`src/irpx_pkg.sv`:
```
// Shared types and constants for the IR proximity ambient-cancel averager.
// No dependencies.
package irpx_pkg;

  localparam int NUM_CH   = 3;
  localparam int OUT_BITS = 12;
  localparam int IN_BITS  = 12;

  typedef enum logic [1:0] {
    PH_START_AMB = 2'd0,
    PH_WAIT_AMB  = 2'd1,
    PH_START_LIT = 2'd2,
    PH_WAIT_LIT  = 2'd3
  } phase_t;

  typedef enum logic {
    REQ_TICK = 1'b0,
    REQ_CONV = 1'b1
  } req_t;

endpackage

```
`src/ir_proximity_ambient_cancel_average.sv`:
```
// Top level: phase sequencer, ambient store, result register, window chain.
// Depends on irpx_pkg, irpx_chain, irpx_cell.
//
//   channel  handshake           payload
//   in       in_valid/in_ready   req_type, sample_front_right/left, sample_back
//   out      out_valid/out_ready start_conversion, emitter_on, phase_now, avg_*
//
// A new beat is taken every cycle while the result
// register is empty or being drained. The window sums update in the accepting
// cycle, so the result appears the cycle after. Synchronous reset clears the
// phase, emitter, ambient samples, window cells and sums. A stalled output
// holds in_ready low.
module ir_proximity_ambient_cancel_average #(
  parameter int WINDOW      = 8,
  parameter int SAMPLE_BITS = 12
) (
  input  logic                          clk,
  input  logic                          rst,
  input  logic                          in_valid,
  output logic                          in_ready,
  input  logic                          req_type,
  input  logic [irpx_pkg::IN_BITS-1:0]  sample_front_right,
  input  logic [irpx_pkg::IN_BITS-1:0]  sample_front_left,
  input  logic [irpx_pkg::IN_BITS-1:0]  sample_back,
  output logic                          out_valid,
  input  logic                          out_ready,
  output logic                          start_conversion,
  output logic                          emitter_on,
  output logic [1:0]                    phase_now,
  output logic [irpx_pkg::OUT_BITS-1:0] avg_front_right,
  output logic [irpx_pkg::OUT_BITS-1:0] avg_front_left,
  output logic [irpx_pkg::OUT_BITS-1:0] avg_back
);
  import irpx_pkg::*;

  localparam int SB = (SAMPLE_BITS < IN_BITS) ? SAMPLE_BITS : IN_BITS;

  phase_t        phase, phase_next;
  logic          emitter, emitter_next;
  logic          start, start_next;
  logic          accept;
  logic          conv;
  logic          lit_en;
  logic [SB-1:0] smp     [NUM_CH];
  logic [SB-1:0] ambient [NUM_CH];
  logic [SB-1:0] avg     [NUM_CH];

  assign in_ready = !out_valid || out_ready;
  assign accept   = in_valid && in_ready;
  assign conv     = (req_t'(req_type) == REQ_CONV);

  assign smp[0] = sample_front_right[SB-1:0];
  assign smp[1] = sample_front_left[SB-1:0];
  assign smp[2] = sample_back[SB-1:0];

  always_comb begin
    unique case (phase)
      PH_START_AMB: phase_next = PH_WAIT_AMB;
      PH_WAIT_AMB:  phase_next = PH_START_LIT;
      PH_START_LIT: phase_next = PH_WAIT_LIT;
      PH_WAIT_LIT:  phase_next = PH_START_AMB;
      default:      phase_next = PH_START_AMB;
    endcase
  end

  always_comb begin
    start_next   = 1'b0;
    emitter_next = emitter;
    unique case (phase)
      PH_START_AMB: start_next   = 1'b1;
      PH_WAIT_AMB:  emitter_next = 1'b1;
      PH_START_LIT: start_next   = 1'b1;
      PH_WAIT_LIT:  emitter_next = 1'b0;
      default:      emitter_next = emitter;
    endcase
  end

  assign lit_en = accept && conv && (phase == PH_WAIT_LIT);

  always_ff @(posedge clk) begin
    if (rst) begin
      phase     <= PH_START_AMB;
      emitter   <= 1'b0;
      start     <= 1'b0;
      out_valid <= 1'b0;
    end else begin
      if (accept) begin
        phase   <= phase_next;
        emitter <= emitter_next;
        start   <= start_next;
      end
      if (accept) begin
        out_valid <= 1'b1;
      end else if (out_ready) begin
        out_valid <= 1'b0;
      end
    end
  end

  always_ff @(posedge clk) begin
    if (rst) begin
      for (int c = 0; c < NUM_CH; c++) ambient[c] <= '0;
    end else if (accept && conv && (phase == PH_WAIT_AMB)) begin
      ambient <= smp;
    end
  end

  irpx_chain #(.WINDOW(WINDOW), .SB(SB)) u_chain (
    .clk     (clk),
    .rst     (rst),
    .lit_en  (lit_en),
    .lit     (smp),
    .ambient (ambient),
    .avg     (avg)
  );

  assign start_conversion = start;
  assign emitter_on       = emitter;
  assign phase_now        = phase;
  assign avg_front_right  = OUT_BITS'(avg[0]);
  assign avg_front_left   = OUT_BITS'(avg[1]);
  assign avg_back         = OUT_BITS'(avg[2]);

endmodule

```
`src/irpx_cell.sv`:
```
// One window slot: holds the clamped difference of every channel.
// Depends on irpx_pkg.
module irpx_cell #(
  parameter int SB = 12
) (
  input  logic          clk,
  input  logic          rst,
  input  logic          shift,
  input  logic [SB-1:0] d_in  [irpx_pkg::NUM_CH],
  output logic [SB-1:0] q_out [irpx_pkg::NUM_CH]
);
  import irpx_pkg::*;

  logic [SB-1:0] slot [NUM_CH];

  always_ff @(posedge clk) begin
    if (rst) begin
      for (int c = 0; c < NUM_CH; c++) slot[c] <= '0;
    end else if (shift) begin
      for (int c = 0; c < NUM_CH; c++) slot[c] <= d_in[c];
    end
  end

  assign q_out = slot;

endmodule

```
`src/irpx_chain.sv`:
```
// Row of window cells with per-channel running sums and averages.
// Depends on irpx_pkg and irpx_cell.
module irpx_chain #(
  parameter int WINDOW = 8,
  parameter int SB     = 12
) (
  input  logic          clk,
  input  logic          rst,
  input  logic          lit_en,
  input  logic [SB-1:0] lit     [irpx_pkg::NUM_CH],
  input  logic [SB-1:0] ambient [irpx_pkg::NUM_CH],
  output logic [SB-1:0] avg     [irpx_pkg::NUM_CH]
);
  import irpx_pkg::*;

  localparam int SW = SB + $clog2(WINDOW) + 1;
  localparam int WB = $clog2(WINDOW);
  localparam int RK = SW + WB;
  localparam int PW = SW + RK + 1;
  localparam logic [RK:0] RECIP =
    (RK+1)'(((64'd1 << RK) + 64'(WINDOW) - 64'd1) / 64'(WINDOW));

  logic [SB-1:0] diff  [NUM_CH];
  logic [SB-1:0] tap   [WINDOW+1][NUM_CH];
  logic [SW-1:0] sum   [NUM_CH];
  logic [SW-1:0] sum_next [NUM_CH];
  logic [PW-1:0] prod  [NUM_CH];

  // divide by WINDOW through a rounded-up reciprocal
  always_comb begin
    for (int c = 0; c < NUM_CH; c++) begin
      diff[c] = (lit[c] > ambient[c]) ? lit[c] - ambient[c] : '0;
      sum_next[c] = sum[c] - SW'(tap[WINDOW][c]) + SW'(diff[c]);
      prod[c] = PW'(sum[c]) * PW'(RECIP);
      avg[c] = prod[c][RK +: SB];
    end
  end

  assign tap[0] = diff;

  for (genvar i = 0; i < WINDOW; i++) begin : g_cell
    irpx_cell #(.SB(SB)) u_cell (
      .clk   (clk),
      .rst   (rst),
      .shift (lit_en),
      .d_in  (tap[i]),
      .q_out (tap[i+1])
    );
  end

  always_ff @(posedge clk) begin
    if (rst) begin
      for (int c = 0; c < NUM_CH; c++) sum[c] <= '0;
    end else if (lit_en) begin
      sum <= sum_next;
    end
  end

endmodule

```
`config.mk`:
```
export PLATFORM = sky130hd
export DESIGN_NAME = ir_proximity_ambient_cancel_average
export DESIGN_NICKNAME = d
export VERILOG_FILES = /design/src/irpx_pkg.sv /design/src/ir_proximity_ambient_cancel_average.sv /design/src/irpx_cell.sv /design/src/irpx_chain.sv
export SDC_FILE = /design/constraint.sdc
export NUM_CORES = 1
export LEC_CHECK = 0
export ABC_AREA = 1
export BUFFER_PORTS_ARGS = -buffer_cell sky130_fd_sc_hd__buf_4
export CAP_MARGIN = 20
export CORE_ASPECT_RATIO = 1.75
export CORE_MARGIN = 2
export CORE_UTILIZATION = 45
export CTS_CLUSTER_DIAMETER = 120
export DETAILED_ROUTE_END_ITERATION = 10
export HOLD_SLACK_MARGIN = 0.08
export PLACE_DENSITY = 0.71
export SETUP_SLACK_MARGIN = 0.02
export SYNTH_ARGS = -nofsm -noshare
export SYNTH_HDL_FRONTEND = slang
export SYNTH_SLANG_ARGS = --single-unit
```
`constraint.sdc`:
```
create_clock -name clk -period 3.5 [get_ports clk]
set_clock_uncertainty 0.15 [all_clocks]
set_input_delay 0.35 -clock clk [delete_from_list [all_inputs] [get_ports clk]]
set_output_delay 0.35 -clock clk [all_outputs]
set_load 0.1 [all_outputs]
```
==> key figures, run 1 <==
Layout
  • Filler cells: 3634
  • NumNets Final: 3033
  • P&R area growth vs syn: 33.03%
  • Share of layout cells above drive strength 1: 26.68%
  • Ant diodes: 0
  • Post-route cell area: 0.02491 sq mm

Worst setup path
  • Setup Crit Path Kind: reg2reg
  • CP Data Required Time: 3750 ps
  • CP arrival: 3840 ps
  • CP Capture Type: register
  • Critical Path Fanout Max: 6
  • Startpoint class of the critical path: register

Place
  • Gpl congestion: 0.9091
  • Port Buffers: 82
  • HPWL Detailed: 34050 um
  • Placed Area: 0.02089 sq mm

Clock network
  • H-tree depth: 2
  • Worst-Skew Late Latency: 560 ps
  • CTS tree: done
  • Clk slew on worst S/H paths: 70 ps
  • Max clock buf depth: 3
  • CTS Sinks: 373
  • Clk Tree Root Cell: clkbuf_16
  • Number of CTS-inserted buffers: 37

Detailed routing
  • Drt pass-1 iters: 7
  • Antenna Nets Post-Route: 0
  • Vias after detailed routing: 17411
  • Drt via density: 5.051
  • 1st-iter DRT viols: 1082
  • WL/cell: 14.85 um
  • WL final: 51170 um
  • DRC: 0

Min path
  • HP Class: in2reg

Yosys
  • Post-Synth XOR/XNOR Area: 1.122%
  • Asr flop ratio synth: 0%
  • Syn Nets: 2783
  • Area leader, netlist: dfxtp_1
  • Synth Instances: 2618
  • Count leader, synth: nand2_1
  • Ys Warns: 0
  • Top FF cell, synth: dfxtp_1
  • Sequential share of the synthesized area: 39.87%
  • Mux contribution to synthesized area: 0%
  • Synthesized area: 0.01873 sq mm
  • Ranking of synthesized cells by area: dfxtp_1 40%, nand2_1 17%, a21oi_1 11%, inv_1 6.2%, ha_1 5.7%
  • Synth top cells by count: 824 x nand2_1, 421 x a21oi_1, 373 x dfxtp_1
  • Top cell type's share of synthesized area: 39.87%
  • Distinct cells, synth: 31
  • Combinational family with the most area after synthesis: simple AND/OR/NAND/NOR gates
  • Post-Synth Simple-Gate Area: 22.88%
  • Complex-gate fraction of the synthesized area: 15.01%
  • Post-synth EDFFs: 0
  • Post-Synth Adder-Cell Area: 9.848%
  • Syn Area/Cell: 7.154 sq um
  • Flop and latch count out of synthesis: 373

STA
  • Final max-slew violation count: 0
  • Fmax: 279.3 MHz
  • Final WS setup: -80.57 ps
  • Period utilization: 102.3%
  • Final worst path period need: 3581 ps
  • Worst-margin pin slew: 1049 ps
  • Unrepaired setup endpoints after global routing: true
  • Slew HR: 30.05%
  • Final setup vio count: 4
  • Final hold vios: 0

Die
  • Cell row count: 98
  • Core footprint: 0.04095 sq mm
  • Die area: 0.04333 sq mm
  • Die height: 273.9 um
  • Die W: 158.2 um
  • Boundary Pins: 83
  • Starting Density: 45.73%

Global route
  • Number of global-route vias before repair: 16786
  • Total Routing Usage GR: 23.08%
  • First-pass GRT wire length: 80760 um
  • Total grt overflow: 0
  • Largest net degree at the start of global routing: 192
  • Initial antenna violation count: 0

Outcome
  • Outcome: complete, but fails checks
  • Failing checks: setup timing

Power and ir drop
  • Leak Pwr: 10.27 nW
  • Design Power: 12.54 mW
  • Pwr dens: 503.4 mW/mm^2
  • Worst VDD drop: 0.4711 mV

Run
  • Max capacitance violation total: 0
-- final timing paths --
path	slack, ps	to	from	cells after the start
setup / recovery	-80	u_chain.sum[14]	ambient[0]	22
hold / removal	120	ambient[12]	sample_front_left[0]	5
setup reg to reg	-80	u_chain.sum[14]	ambient[0]	22
hold reg to reg	290	u_chain.g_cell[6].u_cell.q_out[0]	u_chain.g_cell[5].u_cell.q_out[0]	2
-- cells by family (layout without fill, tap and decap cells) --
group	after synthesis	in the layout
AOI/OAI and AO/OA	552	552
xor gates and xnor gates	24	24
adders and majority gates	124	124
buffers and inverters	471	750
DFF	373	373
and+or+nand+nor	1074	1074
-- layout make-up --
class | count | area [sq um] | area share (%)
clock inverter | 24 | 294.0 | 1.180
clock buffer | 44 | 982.2 | 3.942
timing repair inverter | 2 | 27.53 | 0.1105
timing repair buffer | 367 | 3025 | 12.14
multi-input combinational | 1774 | 11200 | 44.96
inverter | 313 | 1212 | 4.866
sequential | 373 | 7483 | 30.04
tap | 550 | 688.2 | 2.762
-- per-layer routing --
layer / part of all wire [%] / routed length, um / GRT usage (%)
met5: 0 / 0 / 0
met1: 39 / 20110 / 25.53
met3: 2.3 / 1195 / 2.434
met4: 5.0 / 2554 / 10.38
met2: 53 / 27310 / 43.64
-- timing repair --
item,4_1_cts,5_1_grt
hold buffers,38,0
gates resized for setup,158,339
pin swaps,49,109
cloned,2,0
setup endpoints to repair,35,36
setup buffers,11,23
endpoints found under the hold margin,38,0
-- where the power goes --
part | switching (mW) | total (mW) | leakage [nW] | internal [mW]
logic | 2.21 | 4.02 | 6.63 | 1.81
clock network | 1.81 | 4.22 | 0.625 | 2.41
registers | 0.0203 | 4.30 | 3.01 | 4.28
-- critical path: stages (launching register included) --
cell     delay, ps
dfxtp_2        340
ha_4           160
fa_2           400
inv_2           70
nand3_2         60
nand3_2         90
nand3_1         90
nand3_2        110
nand2_4        100
nor2_1         140
inv_1           80
fa_1           490
inv_1           70
ha_4           310
nand2_2         70
nor2_1         120
nand2_1        110
nand3_4        140
nand2_1         90
nand3_1         80
nand2_1         60
nand2_1         50
a21oi_1         50
-- placed cells by master, fill, tap and decap left out, types with 27 or more instances in the layout --
master         Yosys  final
fa_1              39     30
buf_4             52    304
a21oi_1          421    383
ha_1              85     28
inv_1            308    270
nor2_1            96     60
clkbuf_16          0     37
inv_2              3     37
nand2_2            4     71
o21ai_0          103     82
nand2_1          824    728
dfxtp_1          373    360
nand2_4            0     27
ha_4               0     55
dlygate4sd3_1      0     38
nand3_1          102     49
nand3_2            0     31
-- state kept, by name (all words and copies together) (netlist names) --
signal / flops
ambient: 36
emitter_on: 1
out_valid: 1
phase_now: 2
u_chain.g_cell.u_cell.q_out: 288
u_chain.sum: 45
-- through the flow --
stage	setup slack, ps	instances	util [%]	setup TNS (ps)	hold WS [ps]
after CTS	-17.88	3426	57.11	-43.66	97.56
after global routing	-238.1	3447	60.83	-2275	137.5
after detailed placement	-668.6	3307	51.01	-16810	298.2
after global placement	-634.8	3307	51.01	-14200	292.0
final	-80.57	3447	60.83	-189.9	117.8
after floorplan	23.86	2618	-	0	282.6
(Power assumes the default switching activity.)
==> inputs of run 2 (changes only) <==
--- a/config.mk
+++ b/config.mk
@@ -5,7 +5,6 @@
 export SDC_FILE = /design/constraint.sdc
 export NUM_CORES = 1
 export LEC_CHECK = 0
-export ABC_AREA = 1
 export BUFFER_PORTS_ARGS = -buffer_cell sky130_fd_sc_hd__buf_4
 export CAP_MARGIN = 20
 export CORE_ASPECT_RATIO = 1.75
==> constraint.sdc (replaced) <==
create_clock -name clk -period 3.5 [get_ports clk]
set_clock_uncertainty 0.15 [all_clocks]
set_input_delay 0.35 -clock clk [delete_from_list [all_inputs] [get_ports clk]]
set_output_delay 0.35 -clock clk [all_outputs]
set_load 0.005 [all_outputs]
==> run 2 against run 1 <==
Effect of this change:
- the flow still finishes with violations (setup timing)
- combinational power decreased by 26%
- sequential share of layout area increased by 1.8 points
- final cell count decreased by 11%
- first-iteration DRC count decreased by 23%
- critical path depth decreased by 2
- synthesized cell count decreased by 12%
- non-clock buffer count increased by 25
- core utilization decreased by 0.79 points
==> key figures, run 2 <==
Worst setup path
  • CP Capture Type: register
  • Critical Path Start: ambient[0]
  • Highest-delay cell along the critical path: fa_1
  • CP max stage delay: 540 ps
  • Critical Path Fanout Max: 5
  • Top delay family on crit path: compound AO/OA/AOI/OAI gates
  • Setup Crit Path Kind: reg2reg
  • Reg-to-reg endpoint: u_chain.sum[14]
  • RR Startpoint: ambient[0]
  • Reg-to-reg slack, setup: -1150 ps
  • Setup crit end: u_chain.sum[14]
  • Startpoint class of the critical path: register
  • R2R cell count: 20
  • CP Data Required Time: 3770 ps
  • Buf/Inv on CP: 2
  • Crit path cell chain: ha_4 > fa_2 > nor2b_2 > o21ai_2 > a21boi_2 > o31ai_2 > a31o_2 > nor2_4 > buf_12 > nand2_4 > fa_1 > inv_2 > ha_4 > a2111o_1 > o22ai_2 > o31ai_2 > a21o_1 > a21o_1 > mux2i_1 > mux2_1
  • CP Depth: 20
  • CP arrival: 4920 ps

Place
  • Port Buffers: 82
  • HPWL Detailed: 31310 um
  • Placed Area: 0.02045 sq mm
  • Placed insts: 2923
  • Gpl congestion: 0.9153

Detailed routing
  • 1st-iter DRT viols: 835
  • DRC: 0
  • WL/cell: 15.40 um
  • WL final: 47300 um
  • Drt pass-1 iters: 5
  • Antenna Nets Post-Route: 0
  • Drt via density: 5.211
  • Vias after detailed routing: 16009

Die
  • Starting Density: 45.52%
  • Core footprint: 0.03916 sq mm
  • Die height: 267.3 um
  • Die area: 0.04128 sq mm
  • Boundary Pins: 83
  • Die W: 154.4 um
  • Cell row count: 96

Layout
  • Most frequent cells in the layout: 682 x nand2_1, 362 x dfxtp_1, 346 x a21oi_1
  • Ant diodes: 0
  • P&R area growth vs syn: 31.91%
  • Final Util: 60.04%
  • Commonest non-fill, non-tap cell in the layout: nand2_1
  • Sequential Area: 0.007481 sq mm
  • NumNets Final: 2721
  • Final Instance Count excl. Fillers: 3072
  • Share of layout cells above drive strength 1: 24.90%
  • Number of flip-flops in the largest register: 288
  • Area of the multi-input gates: 0.01023 sq mm
  • Filler cells: 3305
  • Post-route cell area: 0.02351 sq mm

STA
  • Fmax: 215.1 MHz
  • Final WS setup: -1149 ps
  • Worst-margin pin slew: 944.6 ps
  • Final hold vios: 0
  • Slew HR: 37.03%
  • Final worst path period need: 4649 ps
  • Final max-slew violation count: 0
  • Unrepaired setup endpoints after global routing: true
  • Final setup vio count: 38
  • Period utilization: 132.8%

Clock network
  • Max clock buf depth: 3
  • CTS Sinks: 373
  • Clk Tree Root Cell: clkbuf_16
  • CTS tree: done
  • Clk slew on worst S/H paths: 70 ps
  • H-tree depth: 2
  • Worst-Skew Late Latency: 530 ps
  • Number of CTS-inserted buffers: 35

Global route
  • Largest net degree at the start of global routing: 134
  • Total Routing Usage GR: 22.30%
  • Total grt overflow: 0
  • First-pass GRT wire length: 75560 um
  • Initial antenna violation count: 0
  • Number of global-route vias before repair: 16015

Power and ir drop
  • Design Power: 11.37 mW
  • Leak Pwr: 8.860 nW
  • Pwr dens: 483.6 mW/mm^2
  • Worst VDD drop: 0.4310 mV

Yosys
  • Syn Area/Cell: 7.776 sq um
  • Distinct cells, synth: 62
  • Asr flop ratio synth: 0%
  • Synth top cells by count: 695 x nand2_1, 382 x a21oi_1, 373 x dfxtp_1
  • Count leader, synth: nand2_1
  • Post-synth EDFFs: 0
  • Synth Instances: 2292
  • Flop and latch count out of synthesis: 373
  • Syn Nets: 2457
  • Area leader, netlist: dfxtp_1
  • Sequential share of the synthesized area: 41.90%
  • Top FF cell, synth: dfxtp_1
  • Top cell type's share of synthesized area: 41.90%
  • Ys Warns: 0
  • Ranking of synthesized cells by area: dfxtp_1 42%, nand2_1 15%, a21oi_1 11%, ha_1 6.0%, fa_1 4.4%
  • Synthesized area: 0.01782 sq mm

Min path
  • HP Class: in2reg

Outcome
  • Outcome: complete, but fails checks
  • Failing checks: setup timing

Run
  • Max capacitance violation total: 0
-- run 2: cell type report --
class,instances,share of cell area [%]
Multi-Input combinational cell,1589,43.53
Sequential cell,373,31.82
Timing Repair Buffer,392,13.96
Clock buffer,46,4.210
Inverter,165,2.783
Tap cell,490,2.608
Clock inverter,17,1.080
-- run 2: power by group --
part / total [mW] / switching (mW) / internal, mW
logic: 2.96 / 1.41 / 1.55
clock network: 4.14 / 1.68 / 2.46
registers: 4.28 / 0.0144 / 4.26
total: 11.4 / 3.11 / 8.26
-- run 2: kinds of logic (layout without fill, tap and decap cells) --
group | Yosys count | after routing | share of synthesized area, %
compound gates | 534 | 534 | 16.94
simple gates | 877 | 877 | 20.13
xor+xnor | 49 | 49 | 2.408
fa+ha+maj | 124 | 124 | 10.35
mux | 5 | 5 | 0.2948
buf+inv | 330 | 620 | 7.989
flops | 373 | 373 | 41.90
-- run 2: layer usage --
metal	share of wire (%)	global-route usage, %	vias to the layer above
li1	-	-	7934
met1	36	21.92	7654
met2	56	44.46	296
met3	3.0	2.735	125
met4	5.3	12.06	0
met5	0	0	-
-- run 2: worst min path at each step --
stage	start	end	slack, ps	cells after the start
2_1_floorplan	u_chain.g_cell[0].u_cell.q_out[11]	u_chain.g_cell[1].u_cell.q_out[11]	280	2
3_3_place_gp	u_chain.g_cell[0].u_cell.q_out[21]	u_chain.g_cell[1].u_cell.q_out[21]	280	2
3_5_place_dp	u_chain.g_cell[0].u_cell.q_out[21]	u_chain.g_cell[1].u_cell.q_out[21]	290	2
4_1_cts	rst	u_chain.sum[44]	190	2
5_1_grt	rst	u_chain.sum[43]	240	2
6_report	rst	u_chain.sum[43]	190	2
-- run 2: repair_timing --
item                       4_1_cts  5_1_grt
gates resized for setup        125       99
setup endpoints to repair       40       41
hold endpoints to repair        37        0
cloned                           0        1
hold buffers                    38        0
pin swaps                      112       83
buffers inserted                39       19
-- run 2: metrics by stage --
step / worst slack, ps / TNS, ps / hold slack, ps
after floorplan: -1060 / -15330 / 277.0
after global placement: -1355 / -34350 / 282.4
after detailed placement: -1470 / -38200 / 290.2
after CTS: -1128 / -26510 / 193.0
after global routing: -1340 / -33460 / 235.3
final: -1149 / -27740 / 186.9
-- run 2: worst reg2reg max path: stages (launching register included) --
cell	delay, ps
dfxtp_2	330
ha_4	160
fa_2	370
nor2b_2	140
o21ai_2	80
a21boi_2	180
o31ai_2	110
a31o_2	250
nor2_4	180
buf_12	150
nand2_4	60
fa_1	540
inv_2	50
ha_4	220
a2111o_1	440
o22ai_2	170
o31ai_2	90
a21o_1	180
a21o_1	180
mux2i_1	180
mux2_1	330
